[config.mk]
export PLATFORM = sky130hd
export DESIGN_NAME = dda_line_rasterizer_core
export DESIGN_NICKNAME = d
export VERILOG_FILES = /design/src/rtl/dda_pkg.sv /design/src/rtl/dda_front.sv /design/src/rtl/dda_div.sv /design/src/rtl/dda_back.sv /design/src/rtl/dda_line_rasterizer_core.sv
export SDC_FILE = /design/constraint.sdc
export NUM_CORES = 1
export LEC_CHECK = 0
export ABC_CLOCK_PERIOD_IN_PS = 5900
export BUFFER_PORTS_ARGS = -buffer_cell sky130_fd_sc_hd__buf_4
export CORE_MARGIN = 2
export CORE_UTILIZATION = 50
export DETAILED_ROUTE_END_ITERATION = 8
export GPL_ROUTABILITY_DRIVEN = 0
export PLACE_DENSITY = 0.78
export SYNTH_ARGS = -nofsm -noshare
export SYNTH_HDL_FRONTEND = slang
export SYNTH_SLANG_ARGS = --single-unit
[constraint.sdc]
create_clock -name i_clk -period 5.9 [get_ports i_clk]
set_clock_uncertainty 0.2 [all_clocks]
set_input_delay 0.885 -clock i_clk [delete_from_list [all_inputs] [get_ports i_clk]]
set_output_delay 0.885 -clock i_clk [all_outputs]
set_load 0.02 [all_outputs]
[src/rtl/dda_pkg.sv]
// Shared constants for the DDA line rasterizer: field widths, register
// indexes, reset values, command codes and queue depth. No dependencies.
`default_nettype none

package dda_pkg;

    // Default geometry, handed to the top-level parameters.
    localparam int COORD_BITS_DEF = 11;
    localparam int FRAC_BITS_DEF  = 16;

    // Fixed field widths.
    localparam int CFG_W      = 11;
    localparam int COLOR_W    = 24;
    localparam int PIX_W      = 13;
    localparam int OUT_DATA_W = ((2 * PIX_W + COLOR_W + 7) / 8) * 8;

    // Configuration register indexes.
    localparam int CFG_IDX_W = 1;
    localparam logic [CFG_IDX_W-1:0] CFG_IDX_ORIGIN_X = 1'b0;
    localparam logic [CFG_IDX_W-1:0] CFG_IDX_ORIGIN_Y = 1'b1;

    // Register reset values.
    localparam logic [CFG_W-1:0] ORIGIN_X_RST = 11'd500;
    localparam logic [CFG_W-1:0] ORIGIN_Y_RST = 11'd300;

    // Command codes carried in tuser.
    localparam logic FUNC_START = 1'b0;
    localparam logic FUNC_PIXEL = 1'b1;

    // Depth of the command queue between front and back (power of two).
    localparam int QUEUE_DEPTH = 2;

endpackage

`default_nettype wire

[src/rtl/dda_front.sv]
// Input side of the rasterizer: accepts commands, computes the line deltas
// and step count for start commands, and buffers them in a short queue.
// Depends on dda_pkg.
`default_nettype none

module dda_front #(
    parameter int COORD_BITS = dda_pkg::COORD_BITS_DEF
) (
    input  wire                                            i_clk,
    input  wire                                            i_rst_n,
    input  wire                                            i_valid,
    output logic                                           o_ready,
    input  wire [((4*COORD_BITS+dda_pkg::COLOR_W+7)/8)*8-1:0] i_data,
    input  wire                                            i_func,
    output logic                                           o_head_valid,
    input  wire                                            i_pop,
    output logic                                           o_head_func,
    output logic [COORD_BITS-1:0]                          o_head_xs,
    output logic [COORD_BITS-1:0]                          o_head_ys,
    output logic                                           o_head_dx_neg,
    output logic [COORD_BITS:0]                            o_head_dx_mag,
    output logic                                           o_head_dy_neg,
    output logic [COORD_BITS:0]                            o_head_dy_mag,
    output logic [COORD_BITS:0]                            o_head_steps,
    output logic [dda_pkg::COLOR_W-1:0]                    o_head_color
);
    import dda_pkg::*;

    localparam int DW    = COORD_BITS + 1;
    localparam int PTR_W = $clog2(QUEUE_DEPTH);
    localparam int CNT_W = PTR_W + 1;

    logic [COORD_BITS-1:0] xs, ys, xe, ye;
    logic [COLOR_W-1:0]    color;
    logic [DW-1:0]         dx, dy, dx_mag, dy_mag, steps;
    logic                  push;

    logic                  r_func   [QUEUE_DEPTH];
    logic [COORD_BITS-1:0] r_xs     [QUEUE_DEPTH];
    logic [COORD_BITS-1:0] r_ys     [QUEUE_DEPTH];
    logic                  r_dx_neg [QUEUE_DEPTH];
    logic [DW-1:0]         r_dx_mag [QUEUE_DEPTH];
    logic                  r_dy_neg [QUEUE_DEPTH];
    logic [DW-1:0]         r_dy_mag [QUEUE_DEPTH];
    logic [DW-1:0]         r_steps  [QUEUE_DEPTH];
    logic [COLOR_W-1:0]    r_color  [QUEUE_DEPTH];
    logic [PTR_W-1:0]      r_wr_ptr, r_rd_ptr;
    logic [CNT_W-1:0]      r_count;

    // Unpack the endpoints and color from the transfer.
    assign xs    = i_data[COORD_BITS-1:0];
    assign ys    = i_data[2*COORD_BITS-1:COORD_BITS];
    assign xe    = i_data[3*COORD_BITS-1:2*COORD_BITS];
    assign ye    = i_data[4*COORD_BITS-1:3*COORD_BITS];
    assign color = i_data[4*COORD_BITS+COLOR_W-1:4*COORD_BITS];

    // Signed deltas, their magnitudes and the step count (larger magnitude).
    always_comb begin
        dx     = {xe[COORD_BITS-1], xe} - {xs[COORD_BITS-1], xs};
        dy     = {ye[COORD_BITS-1], ye} - {ys[COORD_BITS-1], ys};
        dx_mag = dx[DW-1] ? -dx : dx;
        dy_mag = dy[DW-1] ? -dy : dy;
        steps  = (dx_mag > dy_mag) ? dx_mag : dy_mag;
    end

    assign o_ready = (r_count != CNT_W'(QUEUE_DEPTH));
    assign push    = i_valid && o_ready;

    // Queue storage: written at the tail, no reset needed for payload.
    always_ff @(posedge i_clk) begin
        if (push) begin
            r_func[r_wr_ptr]   <= i_func;
            r_xs[r_wr_ptr]     <= xs;
            r_ys[r_wr_ptr]     <= ys;
            r_dx_neg[r_wr_ptr] <= dx[DW-1];
            r_dx_mag[r_wr_ptr] <= dx_mag;
            r_dy_neg[r_wr_ptr] <= dy[DW-1];
            r_dy_mag[r_wr_ptr] <= dy_mag;
            r_steps[r_wr_ptr]  <= steps;
            r_color[r_wr_ptr]  <= color;
        end
    end

    // Queue pointers and fill count.
    always_ff @(posedge i_clk) begin
        if (!i_rst_n) begin
            r_wr_ptr <= '0;
            r_rd_ptr <= '0;
            r_count  <= '0;
        end else begin
            if (push) begin
                r_wr_ptr <= r_wr_ptr + 1'b1;
            end
            if (i_pop) begin
                r_rd_ptr <= r_rd_ptr + 1'b1;
            end
            if (push && !i_pop) begin
                r_count <= r_count + 1'b1;
            end else if (!push && i_pop) begin
                r_count <= r_count - 1'b1;
            end
        end
    end

    // Head of the queue, seen by the back end.
    assign o_head_valid  = (r_count != '0);
    assign o_head_func   = r_func[r_rd_ptr];
    assign o_head_xs     = r_xs[r_rd_ptr];
    assign o_head_ys     = r_ys[r_rd_ptr];
    assign o_head_dx_neg = r_dx_neg[r_rd_ptr];
    assign o_head_dx_mag = r_dx_mag[r_rd_ptr];
    assign o_head_dy_neg = r_dy_neg[r_rd_ptr];
    assign o_head_dy_mag = r_dy_mag[r_rd_ptr];
    assign o_head_steps  = r_steps[r_rd_ptr];
    assign o_head_color  = r_color[r_rd_ptr];

endmodule

`default_nettype wire

[src/rtl/dda_div.sv]
// Bit-serial restoring divider that forms round(mag * 2^FRAC_BITS / steps)
// with ties away from zero, one quotient bit per cycle. Depends on dda_pkg.
`default_nettype none

module dda_div #(
    parameter int COORD_BITS = dda_pkg::COORD_BITS_DEF,
    parameter int FRAC_BITS  = dda_pkg::FRAC_BITS_DEF
) (
    input  wire                   i_clk,
    input  wire                   i_rst_n,
    input  wire                   i_start,
    input  wire [COORD_BITS:0]    i_mag,
    input  wire [COORD_BITS:0]    i_divisor,
    output logic                  o_done,
    output logic [FRAC_BITS+1:0]  o_quot
);
    import dda_pkg::*;

    localparam int DW    = COORD_BITS + 1;
    localparam int NUM_W = DW + FRAC_BITS + 1;
    localparam int CNT_W = $clog2(NUM_W + 1);

    logic [NUM_W-1:0] numer;
    logic [DW:0]      shifted;
    logic [DW+1:0]    diff;

    logic [NUM_W-1:0] r_num;
    logic [DW-1:0]    r_rem;
    logic [DW-1:0]    r_div;
    logic [CNT_W-1:0] r_cnt;
    logic             r_busy;
    logic             r_done;

    // Scaled dividend with half the divisor added for rounding.
    assign numer = NUM_W'({i_mag, {FRAC_BITS{1'b0}}}) + NUM_W'(i_divisor >> 1);

    // One restoring step: bring down the next dividend bit and trial-subtract.
    always_comb begin
        shifted = {r_rem, r_num[NUM_W-1]};
        diff    = {1'b0, shifted} - {2'b00, r_div};
    end

    // Payload registers: dividend shifts out as the quotient shifts in.
    always_ff @(posedge i_clk) begin
        if (i_start) begin
            r_num <= numer;
            r_rem <= '0;
            r_div <= i_divisor;
        end else if (r_busy) begin
            r_num <= {r_num[NUM_W-2:0], ~diff[DW+1]};
            r_rem <= diff[DW+1] ? shifted[DW-1:0] : diff[DW-1:0];
        end
    end

    // Step counter and completion pulse.
    always_ff @(posedge i_clk) begin
        if (!i_rst_n) begin
            r_busy <= 1'b0;
            r_done <= 1'b0;
            r_cnt  <= '0;
        end else begin
            r_done <= 1'b0;
            if (i_start) begin
                r_busy <= 1'b1;
                r_cnt  <= CNT_W'(NUM_W);
            end else if (r_busy) begin
                r_cnt <= r_cnt - 1'b1;
                if (r_cnt == CNT_W'(1)) begin
                    r_busy <= 1'b0;
                    r_done <= 1'b1;
                end
            end
        end
    end

    // The quotient never exceeds 2^FRAC_BITS, so the low bits hold it whole.
    assign o_done = r_done;
    assign o_quot = r_num[FRAC_BITS+1:0];

endmodule

`default_nettype wire

[src/rtl/dda_back.sv]
// Execution side of the rasterizer: sets up a line through the shared
// divider, steps the fixed-point position and drives the pixel output
// register. Depends on dda_pkg and dda_div.
`default_nettype none

module dda_back #(
    parameter int COORD_BITS = dda_pkg::COORD_BITS_DEF,
    parameter int FRAC_BITS  = dda_pkg::FRAC_BITS_DEF
) (
    input  wire                        i_clk,
    input  wire                        i_rst_n,
    input  wire [dda_pkg::CFG_W-1:0]   i_origin_x,
    input  wire [dda_pkg::CFG_W-1:0]   i_origin_y,
    input  wire                        i_head_valid,
    output logic                       o_pop,
    input  wire                        i_head_func,
    input  wire [COORD_BITS-1:0]       i_head_xs,
    input  wire [COORD_BITS-1:0]       i_head_ys,
    input  wire                        i_head_dx_neg,
    input  wire [COORD_BITS:0]         i_head_dx_mag,
    input  wire                        i_head_dy_neg,
    input  wire [COORD_BITS:0]         i_head_dy_mag,
    input  wire [COORD_BITS:0]         i_head_steps,
    input  wire [dda_pkg::COLOR_W-1:0] i_head_color,
    output logic                       o_out_valid,
    input  wire                        i_out_ready,
    output logic [dda_pkg::PIX_W-1:0]  o_pixel_x,
    output logic [dda_pkg::PIX_W-1:0]  o_pixel_y,
    output logic [dda_pkg::COLOR_W-1:0] o_pixel_color,
    output logic                       o_last_pixel
);
    import dda_pkg::*;

    localparam int DW     = COORD_BITS + 1;
    localparam int POS_IW = COORD_BITS + 1;
    localparam int POS_W  = POS_IW + FRAC_BITS;
    localparam int STEP_W = FRAC_BITS + 2;
    localparam int SUM_W  = ((POS_IW > PIX_W) ? POS_IW : PIX_W) + 1;

    // Sequencer codes.
    localparam logic [1:0] S_RUN  = 2'd0;
    localparam logic [1:0] S_DIVX = 2'd1;
    localparam logic [1:0] S_DIVY = 2'd2;

    logic [1:0]         r_state, n_state;
    logic [POS_W-1:0]   r_pos_x, r_pos_y;
    logic [STEP_W-1:0]  r_step_x, r_step_y;
    logic [DW-1:0]      r_left;
    logic [COLOR_W-1:0] r_color;
    logic               r_dx_neg, r_dy_neg;
    logic [DW-1:0]      r_dy_mag, r_steps;
    logic               r_out_valid;
    logic [PIX_W-1:0]   r_pix_x, r_pix_y;
    logic [COLOR_W-1:0] r_pix_color;
    logic               r_last;

    logic               out_free;
    logic               take_start, take_pixel;
    logic               div_start, div_done;
    logic [DW-1:0]      div_mag, div_divisor;
    logic [STEP_W-1:0]  quot, step_signed;
    logic [POS_IW-1:0]  floor_x, floor_y;
    logic [SUM_W-1:0]   sum_x, sum_y;

    assign out_free = !r_out_valid || i_out_ready;

    // Decide what the head command does this cycle.
    always_comb begin
        take_start = 1'b0;
        take_pixel = 1'b0;
        o_pop      = 1'b0;
        if (r_state == S_RUN && i_head_valid) begin
            if (i_head_func == FUNC_START) begin
                take_start = 1'b1;
                o_pop      = 1'b1;
            end else if (r_left == '0) begin
                o_pop = 1'b1;
            end else if (out_free) begin
                take_pixel = 1'b1;
                o_pop      = 1'b1;
            end
        end
    end

    // Divider request: x increment from the queue head, y from held operands.
    always_comb begin
        div_start   = 1'b0;
        div_mag     = i_head_dx_mag;
        div_divisor = i_head_steps;
        if (take_start && i_head_steps != '0) begin
            div_start = 1'b1;
        end else if (r_state == S_DIVX && div_done) begin
            div_start   = 1'b1;
            div_mag     = r_dy_mag;
            div_divisor = r_steps;
        end
    end

    dda_div #(
        .COORD_BITS (COORD_BITS),
        .FRAC_BITS  (FRAC_BITS)
    ) u_div (
        .i_clk     (i_clk),
        .i_rst_n   (i_rst_n),
        .i_start   (div_start),
        .i_mag     (div_mag),
        .i_divisor (div_divisor),
        .o_done    (div_done),
        .o_quot    (quot)
    );

    // Apply the sign of the delta to the increment magnitude.
    always_comb begin
        if (r_state == S_DIVX) begin
            step_signed = r_dx_neg ? -quot : quot;
        end else begin
            step_signed = r_dy_neg ? -quot : quot;
        end
    end

    // Sequencer next state.
    always_comb begin
        n_state = r_state;
        unique case (r_state)
            S_RUN: begin
                if (div_start) begin
                    n_state = S_DIVX;
                end
            end
            S_DIVX: begin
                if (div_done) begin
                    n_state = S_DIVY;
                end
            end
            S_DIVY: begin
                if (div_done) begin
                    n_state = S_RUN;
                end
            end
            default: begin
                n_state = S_RUN;
            end
        endcase
    end

    // Screen coordinates: origin plus or minus the integer part of the position.
    always_comb begin
        floor_x = r_pos_x[POS_W-1:FRAC_BITS];
        floor_y = r_pos_y[POS_W-1:FRAC_BITS];
        sum_x   = {{(SUM_W-CFG_W){1'b0}}, i_origin_x}
                + {{(SUM_W-POS_IW){floor_x[POS_IW-1]}}, floor_x};
        sum_y   = {{(SUM_W-CFG_W){1'b0}}, i_origin_y}
                - {{(SUM_W-POS_IW){floor_y[POS_IW-1]}}, floor_y};
    end

    // Control state: sequencer, pixel count and output valid.
    always_ff @(posedge i_clk) begin
        if (!i_rst_n) begin
            r_state     <= S_RUN;
            r_left      <= '0;
            r_out_valid <= 1'b0;
        end else begin
            r_state <= n_state;
            if (take_start) begin
                r_left <= i_head_steps;
            end else if (take_pixel) begin
                r_left <= r_left - 1'b1;
            end
            if (take_pixel) begin
                r_out_valid <= 1'b1;
            end else if (i_out_ready) begin
                r_out_valid <= 1'b0;
            end
        end
    end

    // Line state: position, increments, color and divider operands.
    always_ff @(posedge i_clk) begin
        if (take_start) begin
            r_pos_x  <= {{(POS_IW-COORD_BITS){i_head_xs[COORD_BITS-1]}}, i_head_xs,
                         {FRAC_BITS{1'b0}}};
            r_pos_y  <= {{(POS_IW-COORD_BITS){i_head_ys[COORD_BITS-1]}}, i_head_ys,
                         {FRAC_BITS{1'b0}}};
            r_color  <= i_head_color;
            r_dx_neg <= i_head_dx_neg;
            r_dy_neg <= i_head_dy_neg;
            r_dy_mag <= i_head_dy_mag;
            r_steps  <= i_head_steps;
            r_step_x <= '0;
            r_step_y <= '0;
        end else if (take_pixel) begin
            r_pos_x <= r_pos_x + {{(POS_W-STEP_W){r_step_x[STEP_W-1]}}, r_step_x};
            r_pos_y <= r_pos_y + {{(POS_W-STEP_W){r_step_y[STEP_W-1]}}, r_step_y};
        end
        if (div_done && r_state == S_DIVX) begin
            r_step_x <= step_signed;
        end
        if (div_done && r_state == S_DIVY) begin
            r_step_y <= step_signed;
        end
    end

    // Output register, loaded whenever a pixel is emitted.
    always_ff @(posedge i_clk) begin
        if (take_pixel) begin
            r_pix_x     <= sum_x[PIX_W-1:0];
            r_pix_y     <= sum_y[PIX_W-1:0];
            r_pix_color <= r_color;
            r_last      <= (r_left == DW'(1));
        end
    end

    assign o_out_valid   = r_out_valid;
    assign o_pixel_x     = r_pix_x;
    assign o_pixel_y     = r_pix_y;
    assign o_pixel_color = r_pix_color;
    assign o_last_pixel  = r_last;

endmodule

`default_nettype wire

[src/rtl/dda_line_rasterizer_core.sv]
// DDA line rasterizer. A start command (tuser 0) loads two endpoints and a
// color; each pixel command (tuser 1) then returns the next pixel of the line
// until steps = max(|dx|, |dy|) pixels have gone out, the end point excluded,
// and tlast marks the final one. Pixel commands stream at one per cycle while
// the pixel output is not stalled. A start command with a nonzero length
// holds the back end while one bit-serial divider forms the x and then the y
// increment; a two-entry command queue keeps accepting input meanwhile until
// it is full. Pixel commands with no line active are consumed without output.
// Coordinates are not clipped. Depends on dda_pkg, dda_front, dda_back.
`default_nettype none

module dda_line_rasterizer_core #(
    parameter int COORD_BITS = dda_pkg::COORD_BITS_DEF,
    parameter int FRAC_BITS  = dda_pkg::FRAC_BITS_DEF
) (
    input  wire                                             i_clk,
    input  wire                                             i_rst_n,
    // Command stream.
    input  wire                                             i_s_axis_tvalid,
    output logic                                            o_s_axis_tready,
    // tdata from bit 0: x_start, y_start, x_end, y_end, line_color, zero pad.
    input  wire [((4*COORD_BITS+dda_pkg::COLOR_W+7)/8)*8-1:0] i_s_axis_tdata,
    // tuser: func.
    input  wire                                             i_s_axis_tuser,
    // Pixel stream.
    output logic                                            o_m_axis_tvalid,
    input  wire                                             i_m_axis_tready,
    // tdata from bit 0: pixel_x, pixel_y, pixel_color, zero pad.
    output logic [dda_pkg::OUT_DATA_W-1:0]                  o_m_axis_tdata,
    // tlast: last_pixel.
    output logic                                            o_m_axis_tlast,
    // Configuration writes.
    input  wire                                             i_cfg_wr_en,
    input  wire [dda_pkg::CFG_IDX_W-1:0]                    i_cfg_index,
    input  wire [dda_pkg::CFG_W-1:0]                        i_cfg_data
);
    import dda_pkg::*;

    localparam int DW    = COORD_BITS + 1;
    localparam int PAD_W = OUT_DATA_W - 2 * PIX_W - COLOR_W;

    logic [CFG_W-1:0]      r_origin_x, r_origin_y;

    logic                  head_valid, pop, head_func;
    logic [COORD_BITS-1:0] head_xs, head_ys;
    logic                  head_dx_neg, head_dy_neg;
    logic [DW-1:0]         head_dx_mag, head_dy_mag, head_steps;
    logic [COLOR_W-1:0]    head_color;
    logic [PIX_W-1:0]      pixel_x, pixel_y;
    logic [COLOR_W-1:0]    pixel_color;

    // Origin registers.
    always_ff @(posedge i_clk) begin
        if (!i_rst_n) begin
            r_origin_x <= ORIGIN_X_RST;
            r_origin_y <= ORIGIN_Y_RST;
        end else if (i_cfg_wr_en) begin
            unique case (i_cfg_index)
                CFG_IDX_ORIGIN_X: r_origin_x <= i_cfg_data;
                CFG_IDX_ORIGIN_Y: r_origin_y <= i_cfg_data;
                default: begin
                end
            endcase
        end
    end

    dda_front #(
        .COORD_BITS (COORD_BITS)
    ) u_front (
        .i_clk         (i_clk),
        .i_rst_n       (i_rst_n),
        .i_valid       (i_s_axis_tvalid),
        .o_ready       (o_s_axis_tready),
        .i_data        (i_s_axis_tdata),
        .i_func        (i_s_axis_tuser),
        .o_head_valid  (head_valid),
        .i_pop         (pop),
        .o_head_func   (head_func),
        .o_head_xs     (head_xs),
        .o_head_ys     (head_ys),
        .o_head_dx_neg (head_dx_neg),
        .o_head_dx_mag (head_dx_mag),
        .o_head_dy_neg (head_dy_neg),
        .o_head_dy_mag (head_dy_mag),
        .o_head_steps  (head_steps),
        .o_head_color  (head_color)
    );

    dda_back #(
        .COORD_BITS (COORD_BITS),
        .FRAC_BITS  (FRAC_BITS)
    ) u_back (
        .i_clk          (i_clk),
        .i_rst_n        (i_rst_n),
        .i_origin_x     (r_origin_x),
        .i_origin_y     (r_origin_y),
        .i_head_valid   (head_valid),
        .o_pop          (pop),
        .i_head_func    (head_func),
        .i_head_xs      (head_xs),
        .i_head_ys      (head_ys),
        .i_head_dx_neg  (head_dx_neg),
        .i_head_dx_mag  (head_dx_mag),
        .i_head_dy_neg  (head_dy_neg),
        .i_head_dy_mag  (head_dy_mag),
        .i_head_steps   (head_steps),
        .i_head_color   (head_color),
        .o_out_valid    (o_m_axis_tvalid),
        .i_out_ready    (i_m_axis_tready),
        .o_pixel_x      (pixel_x),
        .o_pixel_y      (pixel_y),
        .o_pixel_color  (pixel_color),
        .o_last_pixel   (o_m_axis_tlast)
    );

    // Pack the pixel transfer.
    assign o_m_axis_tdata = {{PAD_W{1'b0}}, pixel_color, pixel_y, pixel_x};

endmodule

`default_nettype wire

==> run metrics <==
outcome complete, no violations; Worst Reg2Reg Path Length in Cells 10; CP max FO 7; Post-Syn Instances ~2000; Finished Cell Area approximately 27000 um2; ys async rst share 0%; R2R setup slack about 1.7 ns; syn avg cell area 11.4 um2; Via-to-Cell Ratio approximately 5.8; H-tree levels 2; Tot GR Track Use 22.0%; gr ovfl total 0; Setup crit start kind input port; post-synthesis instance area between 20000 and 25000 um2; post-route ant nets 0; RR Startpoint u_back.r_left[4]$_SDFFE_PN0P_; most frequent CP cell inv_1; WP buf/inv 5; die area slightly below 50000 um2; most common flop cell mapped by yosys edfxtp_1; vias 16500; dpl hpwl 36.7 mm; Worst Max-Slew Pin Slew between 1 and 1.5 ns; layout cell share with drive strength beyond 1 between 10 and 15%; Layout Utilization 57.6%; largest net degree at the start of global routing 64; die width about 220 um; count leader, synth edfxtp_1; CP required 6.01 ns; CP Depth 20; pre-CTS WS about 0.15 ns; area leader, netlist edfxtp_1; Root Buffer clkbuf_16; Post-CTS Setup Bufs 0; worst path cell trace buf_4 -> inv_1 -> ha_1 -> inv_1 -> fa_1 -> a211oi_1 -> o21bai_1 -> a2111oi_0 -> nor2_1 -> xnor2_1 -> nand3_1 -> or4_1 -> ha_1 -> nand4_1 -> nor2_1 -> o21a_1 -> a2bb2oi_1 -> inv_1 -> buf_4 -> mux2i_1; via count of the first global-routing pass roughly 16000; Yosys cell types around 80; DRC Markers 0; top area cells in the synthesized netlist edfxtp_1 (48%), dfxtp_1 (7.9%), ha_1 (7.0%); FP Rows between 70 and 80; initial antenna violation count 2; hold depth 0; RR Endpoint u_back.r_left[2]$_SDFFE_PN0P_; Min-Delay Startpoint u_back.r_color[0]$_DFFE_PP_; Slew HR 20.4%; CP top delay family compound AO/OA/AOI/OAI gates; max cap viols 0; TritonRoute pass-1 iters 7; fillers ~3700; post-synth top area share a little under half; Yosys warning count 0; endpoints failing setup 0; WHS Endpoint u_back.o_pixel_color[0]$_DFFE_PP_; crit share post-route 88.1%; CP peak stage delay 0.58 ns; TritonCTS Sinks 465; crit path DAT ~5.3 ns; setup repair after global routing missed its margin no; setup tns final 0 ns; Boundary Pins between 100 and 150; VDD IR max 0.334 mV; average wire per standard cell ~19 um; Starting Density approximately half; Core Region between 40000 and 50000 um2; Tmin final around 5.2 ns; register area share after synthesis a little under three fifths; # hold bufs at CTS 0; Placed Instance Area around 25000 um2; initial DRC count between 1000 and 1500; CP max-delay cell a2111oi_0; Die Ht 221 um; first-pass GRT wire length about 85 mm; CTS Buf Count 49; Resized cells post-CTS 0; crit end category register; PwrDens ~550 nW/um2; number of synthesized flops with an enable pin ~370; CTS tree built; final hold viol count 0; total wire length roughly 53 mm; worst skew pair latency approximately 0.6 ns; P_leak 10.4 nW; port buffer count 138; CTS clock-pin slew for the worst setup and hold paths ~0.060 ns; final worst slack 0.700 ns; fin nets 2421; post-synthesis to final-layout area growth 14.1%; Post-synth top cells edfxtp_1 (372), nor2_1 (166), inv_1 (140); HP Class reg2reg; maximum clock rate ~190 MHz; Slew Viols, Final 0; Setup CP Type in2reg; Yosys reg bits approximately 470; clk buf depth 3
[metrics by stage]
step / hold slack [ns] / total power [mW] / cells
after CTS: 0.218 / 14.7 / 2841
after global routing: 0.223 / 15.7 / 2841
final: 0.217 / 14.7 / 2843
after floorplan: 0.200 / 9.95 / 2053
after detailed placement: 0.205 / 11.7 / 2749
after global placement: 0.202 / 11.4 / 2749
[worst max path at each step]
| stage | slack [ns] | to | start |
|---|---|---|---|
| 6_report | 0.70 | u_front.r_steps[0][2]$_DFFE_PP_ | i_s_axis_tdata[33] |
| 5_1_grt | 0.24 | u_front.r_steps[1][3]$_DFFE_PP_ | i_s_axis_tdata[33] |
| 4_1_cts | 0.76 | u_front.r_steps[1][2]$_DFFE_PP_ | i_s_axis_tdata[33] |
| 3_5_place_dp | 0.15 | u_front.r_steps[0][2]$_DFFE_PP_ | i_s_axis_tdata[22] |
| 3_3_place_gp | 0.22 | u_front.r_steps[0][3]$_DFFE_PP_ | i_s_axis_tdata[33] |
| 2_1_floorplan | 0.34 | u_front.r_steps[0][10]$_DFFE_PP_ | i_s_axis_tdata[22] |
[per-layer routing]
layer / part of all wire [%] / wire (um) / vias up / global-route usage [%]
met3: 6.5 / 3440 / 112 / 4.21
met1: 41 / 21900 / 7992 / 27.9
met2: 50 / 26400 / 539 / 38.4
li1: - / - / 7814 / -
met4: 2.7 / 1410 / 0 / 6.51
met5: 0 / 0 / - / 0
[power breakdown]
part           leakage (nW)  internal, mW  total (mW)  switching, mW
combinational          5.34          2.42        6.15           3.72
clock                 0.767          1.71        3.03           1.31
sequential             4.25          4.95        5.55          0.599
[cell usage in the layout, fill, tap and decap left out, types with 72 or more instances in the layout]
cell type	count
inv_1	140
nand3_1	72
ha_1	131
edfxtp_1	372
nand2_1	125
nor2_1	165
dfxtp_1	91
buf_4	161
xnor2_1	72
o21ai_0	98
a21oi_1	109
[state kept, by name (all words and copies together), names as in the netlist, 12 cells and up, named ones only]
signal,flops
u_front.r_dy_mag,24
u_back.r_left,12
u_front.r_dx_mag,24
u_back.u_div.r_num,29
u_front.r_xs,22
u_back.u_div.r_rem,12
u_back.r_color,24
u_front.r_steps,24
u_back.r_dy_mag,12
u_back.r_step_x,18
u_back.r_steps,12
u_back.r_pos_x,28
u_back.o_pixel_color,24
u_back.u_div.r_div,12
u_back.o_pixel_x,13
u_back.r_pos_y,28
u_front.r_color,48
u_front.r_ys,22
u_back.o_pixel_y,13
u_back.r_step_y,18
[worst reg2reg max path, stage by stage, from the launching register on]
cell and delay [ns]:
dfxtp_1 0.36, or4_1 0.65, nor4bb_1 0.53, a21oi_1 0.25, nand3_4 0.48, inv_2 0.12
nor2_1 0.37, inv_1 0.62, o21ai_0 0.28, a222oi_1 0.09, nor2b_1 0.15
[kinds of logic after synthesis]
kind of cell	Yosys count	share of synthesized area (%)
simple gates	558	11.5
flops	465	55.6
compound gates	433	11.9
buf+inv	217	3.63
fa+ha+maj	138	7.59
xor+xnor	118	4.41
mux	118	5.35
other cells	1	0.0160
[final cells by class]
| cell class | count | area [um2] | area share, % |
|---|---|---|---|
| flip-flops and latches | 465 | 13000 | 48.7 |
| multi-input cells | 1371 | 9610 | 35.9 |
| clock buffers | 61 | 1340 | 5.02 |
| repair buffers | 161 | 1210 | 4.52 |
| well taps | 607 | 759 | 2.84 |
| inverters | 145 | 544 | 2.03 |
| clock inverters | 31 | 248 | 0.926 |
| diodes | 2 | 5.00 | 0.0187 |
No activity file was read; power rests on OpenSTA's default activity.
